[config.mk]
export PLATFORM = sky130hd
export DESIGN_NAME = tags_ram
export DESIGN_NICKNAME = d
export VERILOG_FILES = /design/src/rtl/tags_ram.sv
export SDC_FILE = /design/constraint.sdc
export NUM_CORES = 2
export LEC_CHECK = 0
export BUFFER_PORTS_ARGS = -buffer_cell sky130_fd_sc_hd__clkbuf_2
export CAP_MARGIN = 20
export CELL_PAD_IN_SITES_DETAIL_PLACEMENT = 2
export CELL_PAD_IN_SITES_GLOBAL_PLACEMENT = 2
export CORE_MARGIN = 8
export CORE_UTILIZATION = 45
export CTS_BUF_LIST = sky130_fd_sc_hd__clkbuf_4
export CTS_CLUSTER_SIZE = 8
export DETAILED_ROUTE_END_ITERATION = 7
export GPL_TIMING_DRIVEN = 0
export PLACE_DENSITY = 0.67
export SLEW_MARGIN = 10
export SYNTH_ARGS = -nofsm -noshare
export SYNTH_HDL_FRONTEND = slang
export SYNTH_SLANG_ARGS = --single-unit
[constraint.sdc]
create_clock -name aclk -period 5.9 [get_ports aclk]
set_input_delay 0.295 -clock aclk [delete_from_list [all_inputs] [get_ports aclk]]
set_output_delay 0.295 -clock aclk [all_outputs]
set_load 0.02 [all_outputs]
[src/rtl/tags_ram.sv]
// ----------------------------------------------------------------------------
// tags_ram
// Simple dual-port RAM, one write and one registered read port.
// ----------------------------------------------------------------------------
module tags_ram #(
    parameter int ADDR_BITS = 6,
    parameter int DATA_BITS = 32
) (
    input  logic                 aclk,
    input  logic                 we,
    input  logic [ADDR_BITS-1:0] waddr,
    input  logic [DATA_BITS-1:0] wdata,
    input  logic [ADDR_BITS-1:0] raddr,
    output logic [DATA_BITS-1:0] rdata
);

    logic [DATA_BITS-1:0] mem [2**ADDR_BITS];

    always_ff @(posedge aclk) begin
        if (we) begin
            mem[waddr] <= wdata;
        end
        rdata <= mem[raddr];
    end

endmodule

Yosys cells after proc, flatten, opt, wreduce, memory -nomap -nowiden
Memories as Yosys holds them, arrays and structs flattened. A register that Yosys moved wholly into a read port is not among the register bits.
Cells that the tools add are included.
{"block": "totals", "ff_bits": 0, "latchBits": 0, "ram_bits": 2048, "romBits": 0, "in_bits": 46, "output_inout_bits": 32, "word_cells": 3, "memories": 1}
{"name": "mem", "words": 64, "word_bits": 32, "rd": 1, "rd_ports_with_merged_regs": 1, "write_ports": 1, "line": "17", "source": "logic [DATA_BITS-1:0] mem [2**ADDR_BITS];"}
{"block": "op_classes", "add_sub_neg": 0, "n_mul": 0, "n_div": 0, "magnitude_cmp": 0, "n_eq_ne": 0, "shifts": 0, "mux": 2, "bitwise_logic": 0, "n_reduce_logical": 0}
{"op": "$mux 1", "count": 2}

Logic depth before layout (Yosys ltp)
{"block": "depth", "depth_word": 2, "ltp_mapped": 10, "mapped_depth_nobuf": 5}

Worst setup path after synthesis
Ideal clock, no wire load.
{"block": "synth_path", "path_kind": "input port to flip-flop", "start": "input waddr[3]", "end": "memory mem[48][0], enable pin", "t_arrival_ns": 2.994, "t_required_ns": 5.439, "slack_ns": 2.445, "path_stages": 4, "path_buffers": 1, "path_cell_list": "clkbuf_1 > nor2b_1 > nand4b_1 > nor3_1"}
{"element": "start, declared", "line": "11", "source": "input logic [ADDR_BITS-1:0] waddr,"}
{"element": "end, declared", "line": "17"}
Straight into the memory's write port.

==> results.json <==
{
  "finalCritPeriodShare": 0.700,
  "clock_sinks": 2080,
  "insertion_delay_ns": 1.40,
  "yosysMostFrequentCell": "edfxtp_1",
  "grtUsageMet1": 0.411,
  "route.detailed.drc": 0,
  "coreArea_um2": 174000,
  "grt_pass1_vias": 47772,
  "worstPathMaxFanout": 10,
  "synthFlopType": "edfxtp_1",
  "worstMarginPinSlew_ns": 1.28,
  "grt.total_usage": 0.330,
  "synth-edff-count": 2048,
  "synth_seq_cells": 2080,
  "yosysSeqAreaShare": 0.791,
  "cp-end-kind": "flop",
  "cts_tree": "yes",
  "die_area_um2": 188000,
  "ys_warn_count": 0,
  "cellPowerDensity_nw_per_um2": 340,
  "fin_cells": 6866,
  "register_area_um2": 62100,
  "period_needed_ns": 4.13,
  "num-fill-cells": 14603,
  "viasPerCell": 6.50,
  "rows": 153,
  "busiest_layer": "met2",
  "place_area_um2": 85400,
  "syn_avg_cell_area_um2": 23.6,
  "vias": 44654,
  "layout-drive-gt1-share": 0.394,
  "status": "finished clean",
  "critical_path_arrival_ns": 5.28,
  "dp_cells": 5867,
  "cts_root_buffer": "clkbuf_4",
  "avgRoutedWirePerCell_um": 45.7,
  "fin_area_um2": 92900,
  "gr-total-overflow": 0,
  "use_met2": 0.539,
  "hold_viol": 0,
  "clk_path_buf_depth": 4,
  "dieHeight_um": 434,
  "max_slew_margin": 0.147,
  "drt_iter0_drc": 6444,
  "synth_area_leader_cell": "edfxtp_1",
  "max_freq_mhz": 242,
  "fin_setup_tns_ns": 0,
  "grt_max_degree": 65,
  "slew_viol_final": 0,
  "async_flop_share": 0,
  "clkTransAtPathRegs_ns": 0.07,
  "critPathLaunchType": "primary input",
  "crit_type": "in2reg",
  "cts_buffers": 565,
  "syn-num-nets": 3370,
  "start_util": 0.452,
  "synth_cells": 3324,
  "multi_input_area_um2": 16000,
  "required_ns": 7.05,
  "gr-usage-met3": 0.0825,
  "grt_pass1_wl_um": 416000,
  "nets": 4216,
  "die_x_um": 434,
  "drt-pass1-iter-count": 5,
  "skew_ns": 0.0928,
  "antenna_found_initial": 20,
  "io_buffers": 69,
  "gp_congestion": 0.845,
  "leakage_uw": 0.0299,
  "synth.area.top_cells": "edfxtp_1, mux4_2, mux2i_1, dfxtp_1, o22ai_1",
  "synth.top_cell.area_share": 0.783,
  "rsz0062_at_grt": "false",
  "ant_nets": 0,
  "final-setup-viol-count": 0,
  "synth.cell_area_um2": 78500,
  "postCtsSetupBuffers": 0,
  "ir_worst_vdd_mv": 0.243,
  "area_growth_pct": 18.3,
  "synth_cell_types": 34,
  "dp_hpwl_um": 203000,
  "synth_common_cells": "edfxtp_1, mux4_2, nor2_1",
  "io_pins": 78,
  "drv_cap": 0,
  "min-delay-path-class": "in2reg",
  "routed_wirelength_um": 314000,
  "htreeDepth": 6
}
==> layer usage <==
metal	vias to the layer above	wire length, um
met5	-	35
met4	6	18000
met3	808	31800
met2	3373	153000
met1	24182	111000
li1	16285	-
==> final cells by class <==
type,instances,share of cell area
flip-flops and latches,2080,0.669
multi-input cells,1062,0.172
clock buffers,825,0.0667
repair buffers,279,0.0448
well taps,2325,0.0313
plain buffers,182,0.00963
clock inverters,105,0.00645
diodes,8,0.000216
==> cells in the final DEF (no fill, tap or decap), types with 7 or more instances in the layout <==
cell type	instances
a21oi_1	62
a22oi_1	12
a311oi_1	8
buf_1	20
buf_12	92
buf_16	40
buf_2	62
buf_4	32
buf_6	18
buf_8	8
bufinv_16	7
clkbuf_1	68
clkbuf_2	52
clkbuf_4	843
clkinv_1	77
dfxtp_1	32
diode_2	8
dlygate4sd3_1	51
edfxtp_1	2048
inv_2	13
mux2i_1	93
mux4_2	544
nand2_1	26
nand2b_1	8
nor2_1	75
nor2_4	62
nor2b_1	15
o221ai_1	27
o22ai_1	84
==> final timing paths <==
| path | from | to | slack, ns | cells after the start |
|---|---|---|---|---|
| worst min register to register | mem[28][17] | rdata[17] | 0.82 | 4 |
| worst max register to register | mem[39][1] | rdata[1] | 2.97 | 5 |
| worst max-delay path | raddr[1] | rdata[15] | 1.77 | 9 |
| worst min-delay path | wdata[28] | mem[53][28] | 0.07 | 2 |
==> registers in the layout, summed over array words and instances (netlist names) <==
| register | count |
|---|---|
| rdata | 32 |
| mem | 2048 |
==> logic make-up (layout without fill, tap and decap cells) <==
kind of cell / after synthesis / in the layout / share of synthesized area
mux: 637 / 637 / 0.168
other cells: 0 / 8 / 0
flops: 2080 / 2080 / 0.791
compound gates: 202 / 202 / 0.0167
buf+inv: 182 / 1391 / 0.0113
simple gates: 223 / 223 / 0.0127
==> critical path, cell delays in order <==
cell,delay [ns]
buf_2,0.42
buf_2,0.53
buf_2,0.41
buf_1,0.90
nand3b_1,0.75
o221ai_1,0.74
a21oi_1,0.20
a21oi_1,0.81
nor2_1,0.18
==> per-stage QoR <==
step                 util  hold slack (ns)  power (uW)  setup WS [ns]
floorplan               -            0.394       17500           2.45
global placement    0.471            0.717       18400          -1.39
detailed placement  0.492            0.716       18600          0.756
CTS                 0.534         0.000157       31700           2.17
global route        0.535          -0.0161       32300           2.07
finish              0.535           0.0744       31600           1.77
==> where the power goes <==
group	leakage (uW)	internal, uW	switching [uW]
logic	0.00708	621	1320
registers	0.0187	16400	49.7
clock network	0.00409	6670	6550
total	0.0299	23600	7920
==> timing repair <==
item,CTS,global route
hold buffers,49,3
endpoints found under the hold margin,2036,95
resized for setup,0,0
endpoints found under the setup margin,0,0
Note: power is estimated with default switching activity, not from simulation.
