File: config.mk
export PLATFORM = sky130hd
export DESIGN_NAME = tags_muldiv
export DESIGN_NICKNAME = d
export VERILOG_FILES = /design/src/rtl/tags_pkg.sv /design/src/rtl/tags_muldiv.sv
export SDC_FILE = /design/constraint.sdc
export NUM_CORES = 2
export LEC_CHECK = 0
export BUFFER_PORTS_ARGS = -buffer_cell sky130_fd_sc_hd__buf_2
export CORE_MARGIN = 4
export CORE_UTILIZATION = 65
export CTS_CLUSTER_SIZE = 16
export DETAILED_ROUTE_END_ITERATION = 8
export PLACE_DENSITY = 0.83
export SYNTH_ARGS = -nofsm -noshare
export SYNTH_HDL_FRONTEND = slang
export SYNTH_SLANG_ARGS = --single-unit
File: constraint.sdc
create_clock -name aclk -period 13.8 [get_ports aclk]
set_clock_uncertainty 0.1 [all_clocks]
set_input_delay 1.38 -clock aclk [delete_from_list [all_inputs] [get_ports aclk]]
set_output_delay 1.38 -clock aclk [all_outputs]
set_load 0.005 [all_outputs]
File: src/rtl/tags_pkg.sv
// ----------------------------------------------------------------------------
// tags_pkg
// Shared types, constants and helpers of the topic assignment Gibbs sampler.
// ----------------------------------------------------------------------------
package tags_pkg;

    localparam int NUM_TOPICS    = 64;
    localparam int TOPIC_BITS    = $clog2(NUM_TOPICS);
    localparam int VOCAB_SIZE    = 4096;
    localparam int WORD_BITS     = $clog2(VOCAB_SIZE);
    localparam int COUNT_BITS    = 20;
    localparam int FRAC_BITS     = 16;
    localparam int WEIGHT_BITS   = 32;
    localparam int UNI_BITS      = 32;
    localparam int KIND_BITS     = 3;
    localparam int WTC_ADDR_BITS = WORD_BITS + TOPIC_BITS;
    localparam int SCORE_BITS    = 64;
    localparam int ACC_BITS      = 2 * SCORE_BITS;
    localparam int MUL_BITS      = 32;

    localparam logic [WEIGHT_BITS-1:0] BETA_RESET = 32'd6554;

    typedef enum logic [KIND_BITS-1:0] {
        KIND_ADD      = 3'd0,
        KIND_PRIOR    = 3'd1,
        KIND_TWEIGHT  = 3'd2,
        KIND_RESAMPLE = 3'd3,
        KIND_READ     = 3'd4
    } kind_t;

    // command from the sequencer to the shared arithmetic unit
    typedef struct packed {
        logic                  mul_en;
        logic                  mul_clr;
        logic [MUL_BITS-1:0]   mul_a;
        logic [MUL_BITS-1:0]   mul_b;
        logic [1:0]            mul_sh;     // partial product weight, units of 32 bits
        logic                  div_start;
        logic [SCORE_BITS-1:0] den;
    } md_cmd_t;

    typedef struct packed {
        logic                  div_busy;
        logic [SCORE_BITS-1:0] quot;
        logic [ACC_BITS-1:0]   acc;
    } md_stat_t;

    function automatic logic [COUNT_BITS-1:0] cnt_inc(input logic [COUNT_BITS-1:0] c);
        cnt_inc = (&c) ? c : c + 1'b1;
    endfunction

    function automatic logic [COUNT_BITS-1:0] cnt_dec(input logic [COUNT_BITS-1:0] c);
        cnt_dec = (c == '0) ? c : c - 1'b1;
    endfunction

    function automatic logic [SCORE_BITS-1:0] sat_add(input logic [SCORE_BITS-1:0] a,
                                                      input logic [SCORE_BITS-1:0] b);
        logic [SCORE_BITS:0] s;
        s = {1'b0, a} + {1'b0, b};
        sat_add = s[SCORE_BITS] ? '1 : s[SCORE_BITS-1:0];
    endfunction

endpackage

File: src/rtl/tags_muldiv.sv
// ----------------------------------------------------------------------------
// tags_muldiv
// Shared 32x32 multiply-accumulate and bit-serial restoring divider.
// ----------------------------------------------------------------------------
module tags_muldiv
    import tags_pkg::*;
(
    input  logic     aclk,
    input  logic     aresetn,
    input  md_cmd_t  cmd,
    output md_stat_t stat
);

    logic [ACC_BITS-1:0]   acc_reg, acc_next;
    logic [SCORE_BITS:0]   rem_reg, rem_next;
    logic [SCORE_BITS-1:0] lo_reg, lo_next;
    logic [SCORE_BITS-1:0] quot_reg, quot_next;
    logic [SCORE_BITS-1:0] den_reg, den_next;
    logic [5:0]            cnt_reg, cnt_next;
    logic                  busy_reg, busy_next;

    logic [2*MUL_BITS-1:0] prod;
    logic [ACC_BITS-1:0]   addend;
    logic [SCORE_BITS:0]   shifted;

    assign prod    = cmd.mul_a * cmd.mul_b;
    assign addend  = ACC_BITS'(prod) << {cmd.mul_sh, 5'd0};
    assign shifted = {rem_reg[SCORE_BITS-1:0], lo_reg[SCORE_BITS-1]};

    always_comb begin
        acc_next  = acc_reg;
        rem_next  = rem_reg;
        lo_next   = lo_reg;
        quot_next = quot_reg;
        den_next  = den_reg;
        cnt_next  = cnt_reg;
        busy_next = busy_reg;
        if (cmd.mul_en) begin
            acc_next = (cmd.mul_clr ? '0 : acc_reg) + addend;
        end
        if (cmd.div_start) begin
            den_next = cmd.den;
            if (cmd.den == '0) begin
                quot_next = '0;
            end else if (acc_reg[ACC_BITS-1:SCORE_BITS] >= cmd.den) begin
                quot_next = '1;     // quotient overflows: saturate
            end else begin
                rem_next  = {1'b0, acc_reg[ACC_BITS-1:SCORE_BITS]};
                lo_next   = acc_reg[SCORE_BITS-1:0];
                quot_next = '0;
                cnt_next  = '0;
                busy_next = 1'b1;
            end
        end else if (busy_reg) begin
            lo_next = {lo_reg[SCORE_BITS-2:0], 1'b0};
            if (shifted >= {1'b0, den_reg}) begin
                rem_next  = shifted - {1'b0, den_reg};
                quot_next = {quot_reg[SCORE_BITS-2:0], 1'b1};
            end else begin
                rem_next  = shifted;
                quot_next = {quot_reg[SCORE_BITS-2:0], 1'b0};
            end
            cnt_next = cnt_reg + 1'b1;
            if (&cnt_reg) begin
                busy_next = 1'b0;
            end
        end
    end

    always_ff @(posedge aclk) begin
        if (!aresetn) begin
            busy_reg <= 1'b0;
            cnt_reg  <= '0;
        end else begin
            busy_reg <= busy_next;
            cnt_reg  <= cnt_next;
        end
        acc_reg  <= acc_next;
        rem_reg  <= rem_next;
        lo_reg   <= lo_next;
        quot_reg <= quot_next;
        den_reg  <= den_next;
    end

    assign stat.div_busy = busy_reg;
    assign stat.quot     = quot_reg;
    assign stat.acc      = acc_reg;

endmodule

Yosys cells after proc, flatten, opt, wreduce, memory -nomap -nowiden. Index checks and enable logic that the tools add are counted.

Bits in registers: 391. Latch bits: 0. Bits in writable memories: 0. ROM bits: 0. Bits of input ports: 135. Output and inout port bits: 193. Word-level logic and storage cells: 45. Memories: 0.

$add $sub $neg: 3. Multipliers: 1. Div/mod/pow operators: 0. Order comparisons: 2. Equal/unequal tests: 2. Shift operators: 1. Muxes and demuxes: 24. Bitwise operators: 0. Reduce and logical (&&, ||, !) cells: 5.

Operators with widths (number): 64-bit 2-to-1 mux (13); 128-bit adder (1); 128-bit 2-to-1 mux (1); 64-bit by 7-bit left shift with 128-bit output (1); 65-bit by 64-bit greater-or-equal comparator with 1-bit output (1); 64-bit greater-or-equal comparator (1); 64-bit logical NOT (1); 32-bit by 32-bit multiplier with 64-bit output (1); 64-bit subtractor (1); 6-bit 2-to-1 mux (4); 6-bit by 1-bit adder with 6-bit output, second input constant (1); 1-bit 2-to-1 mux (6); 6-bit AND reduction (1); 2-bit inequality test, second input constant (2); 3-bit AND reduction (1); 2-bit AND reduction (1); 2-bit nonzero test (1).

Logic depth before layout (Yosys ltp).
Word-level depth: 4. Gate-level depth with buffers: 42.

Least setup slack after synthesis. Ideal clock, no wire load.

Kind: input-to-reg. From: input port cmd[76] in the netlist's numbering. To: register acc_reg[121], data pin. Library setup time: 0.269 ns. Arrival time: 11.052 ns. Required time: 13.431 ns. Setup slack: 2.379 ns. Stages on the path: 39. Cell sequence: clkbuf_1 and2_1 fa_1 fa_1 inv_1 fa_1 fa_1 inv_1 fa_1 fa_1 fa_1 inv_1 fa_1 inv_1 ha_1 buf_2 nand4_1 nor4_2 (+3 left out) o21bai_2 o31ai_4 a211oi_1 xor2_1 mux2i_1 and2_1 ha_1 buf_2 nand2_2 or3_1 nor3_1 nand2_1 o311a_1 a2111oi_0 o21a_1 a31oi_1 o31ai_1 xor2_1.

Word-level cells in the longest chain between the ends: 3.

Ends and longest elaborated chain: start: declaration (RTL line tags_muldiv.sv:10) `input md_cmd_t cmd,`; 32-bit by 32-bit multiplier with 64-bit output (RTL line tags_muldiv.sv:26) `assign prod = cmd.mul_a * cmd.mul_b;`; 64-bit by 7-bit left shift with 128-bit output (RTL line tags_muldiv.sv:27) `assign addend = ACC_BITS'(prod) << {cmd.mul_sh, 5'd0};`; 128-bit adder (RTL line tags_muldiv.sv:39) `acc_next = (cmd.mul_clr ? '0 : acc_reg) + addend;`; end signal: assignment (RTL line tags_muldiv.sv:78) `acc_reg <= acc_next;`; end: declaration (RTL line tags_muldiv.sv:14) `logic [ACC_BITS-1:0] acc_reg, acc_next;`.

No other way between the ends. A chain may end at the register's enable or synchronous reset.

Worst setup path after layout.
From: input port cmd[119] in the netlist's numbering. To: register acc_reg[120], data pin.

The elaborated chain is that of the path after synthesis.

==> qor.csv <==
stage,metric,value,unit
status,status,"complete, no violations",
timing,Worst Max-Slew Pin Slew,1.24,ns
finish,area of the multi-input gates,0.0467,mm^2
critical_path,Crit path top cell by count,fa_1,
drt,final antenna-violating net count,0,
drt,DRC viols,0,
floorplan,Initial Util,0.654,
synth,"Warnings, synthesis",0,
critical_path,FF-to-FF Start,acc_reg[81]$_DFFE_PP_,
worst_hold_path,HP Start,cnt_reg[5]$_SDFFE_PN0P_,
synth,Synth Flop Type,edfxtp_1,
clock_tree,CTS tree,done,
clock_tree,Clock Sinks,391,
synth,Synth Area in Compound Gates,0.109,
critical_path,crit path launch,cmd[119],
synth,synthesized flop and latch total,391,
finish,fillcell total,7518,
synth,Syn Nets,8543,
timing,final hold viol count,0,
timing,crit share post-route,0.951,
drt,final wirelength,203000,um
timing,Slew HR,0.170,
critical_path,Setup crit end kind,flip-flop,
clock_tree,post_cts resized,0,
synth,simple-gate portion of the synthesized area,0.170,
finish,register area,0.0117,mm^2
synth,post-synthesis xor/xnor area fraction,0.0330,
synth,Yosys cell types,92,
floorplan,Die W,322,um
grt,largest net degree at the start of global routing,119,
clock_tree,Clock Latency Late Sink,0.61,ns
drt,Via density,6.34,
critical_path,Crit Path Max Fanout,17,
worst_hold_path,worst min-delay path category,flip-flop to flip-flop,
finish,Layout area overhead,5.55,%
placed_design,Routability Congestion,1.07,
grt,first-pass GRT wire length,313000,um
floorplan,Core Box Area,0.0981,mm^2
finish,most frequent cells in the layout,"inv_1 (1127), fa_1 (898), nand2_1 (674), and2_1 (632), ha_1 (519)",
critical_path,largest stage delay on the critical path,0.74,ns
timing,RSZ-0062 raised after global routing,false,
drt,DR vias,53000,
grt,aggregate global-route resource usage,0.394,
synth,sequential cell area fraction in the yosys report,0.182,
critical_path,"Slowest-stage cell, CP",o311ai_1,
finish,nets@finish,8579,
clock_tree,CTS max path bufs,3,
grt,vias in the first global route,55100,
synth,Gate Count Post-Synth,6991,
drt,routed len/inst,24.3,um
clock_tree,CTS root buf,clkbuf_16,
clock_tree,clock-pin slew on the worst setup and hold paths,0.06,ns
synth,largest family of logic cells by synthesized area,adder cells,
clock_tree,Hold Buf Count CTS,0,
finish,max FFs per register,128,
synth,mux contribution to synthesized area,0.0348,
floorplan,Die Y,322,um
clock_tree,H-tree depth,2,
finish,proportion of layout cells with a drive suffix above 1,0.0922,
run,max_cap viols,0,
critical_path,startpoint types,primary input,
critical_path,required time of the worst setup path,14.03,ns
finish,"leading cell type in the layout, fill and taps excluded",inv_1,
placed_design,Buffers on Ports,327,
synth,average cell area after synthesis,9.18,um^2
synth,adder-cell share of the synthesized area,0.381,
clock_tree,CTS buffer count,42,
floorplan,FP Rows,115,
drt,DRT Pass-1 Iters,8,
timing,crit path time final,13.12,ns
synth,Post-synth EDFFs,384,
critical_path,crit path kind,primary input to flip-flop,
timing,Setup-failing EPs final,0,
timing,Max Slew Vio Count,0,
synth,"Async S/R FF share, synth",0,
critical_path,"Arr. time, crit path",13.35,ns
drt,number of DRC markers in iteration 0,5725,
floorplan,boundary pin count,328,
timing,setup TNS,0,ns
timing,Max Clk Rate,76.2,MHz
clock_tree,setup bufs post-CTS,0,
synth,Mapped Area,0.0642,mm^2
grt,initial antenna violation count,9,
floorplan,die area,0.104,mm^2
grt,total global routing overflow,0,
placed_design,post-DP HPWL,159000,um
-- layout make-up --
cell class                 instances  share of cell area
antenna                           10            0.000369
tap                             1287              0.0238
multi-input combinational       5072               0.690
timing repair buffer             392              0.0316
inverter                        1128              0.0625
clock buffer                      54              0.0166
clock inverter                    23             0.00332
sequential                       391               0.172
-- per-layer routing --
layer | vias up | global-route usage | part of all wire
li1 | 22800 | - | -
met1 | 25900 | 0.509 | 0.37
met3 | 851 | 0.103 | 0.12
met2 | 3422 | 0.600 | 0.44
met4 | 2 | 0.237 | 0.073
met5 | - | 0 | 0.000059
-- Yosys cell counts (all sizes together), types with 18 or more instances --
cell type	n	area share
inv	1127	0.066
fa	898	0.28
nand2	675	0.040
and2	632	0.062
ha	519	0.10
edfxtp	384	0.18
clkbuf	369	0.022
a21oi	354	0.028
o21ai	257	0.020
nor2	240	0.014
mux2	158	0.030
nor2b	156	0.015
a21o	154	0.018
xnor2	152	0.021
nand4	116	0.011
xor2	87	0.012
nand3	65	0.0051
o21bai	64	0.0075
nor3	52	0.0041
nor4	39	0.0040
o22ai	37	0.0036
and3	33	0.0032
buf	31	0.0030
mux2i	31	0.0048
a31oi	28	0.0028
nand2b	28	0.0027
o21a	28	0.0033
o211ai	27	0.0032
a211oi	21	0.0025
a21boi	20	0.0023
or3	18	0.0018
-- critical path, delay by kind of cell --
kind,cells,cell delay [ns]
xor gates and xnor gates,1,0.13
and+or+nand+nor,9,2.38
buffers and inverters,7,1.20
adders and majority gates,10,4.81
AOI/OAI and AO/OA,11,3.42
-- logic make-up (layout without fill, tap and decap cells) --
logic type               count (synthesis)  count (layout)
AND/OR/NAND/NOR                       2115            2115
buffers and inverters                 1528            1597
adder cells (fa/ha/maj)               1417            1417
AO/OA/AOI/OAI                         1111            1111
flip-flops                             391             391
XOR/XNOR                               240             240
multiplexers                           189             189
other                                    0              10
-- stage by stage --
step / hold WS (ns) / worst slack [ns] / area (um^2) / util / std cells
2_1_floorplan: 0.331 / 2.38 / 64200 / - / 6991
3_3_place_gp: 0.346 / 0.664 / 66400 / 0.676 / 8270
3_5_place_dp: 0.377 / 0.535 / 66400 / 0.676 / 8270
4_1_cts: 0.385 / 1.13 / 67700 / 0.690 / 8347
5_1_grt: 0.392 / 0.326 / 67700 / 0.690 / 8349
6_report: 0.383 / 0.677 / 67800 / 0.691 / 8357
-- final timing paths --
kind | to | depth (start not counted) | slack, ns
min reg2reg | cnt_reg[5]$_SDFFE_PN0P_ | 1 | 0.38
max | acc_reg[120]$_DFFE_PP_ | 38 | 0.68
max reg2reg | lo_reg[20]$_DFFE_PP_ | 12 | 8.57
min | cnt_reg[5]$_SDFFE_PN0P_ | 1 | 0.38
Power is left out: the tool's default activity adds up to more than one toggle a clock period on the data nets, which glitch-free logic cannot reach.
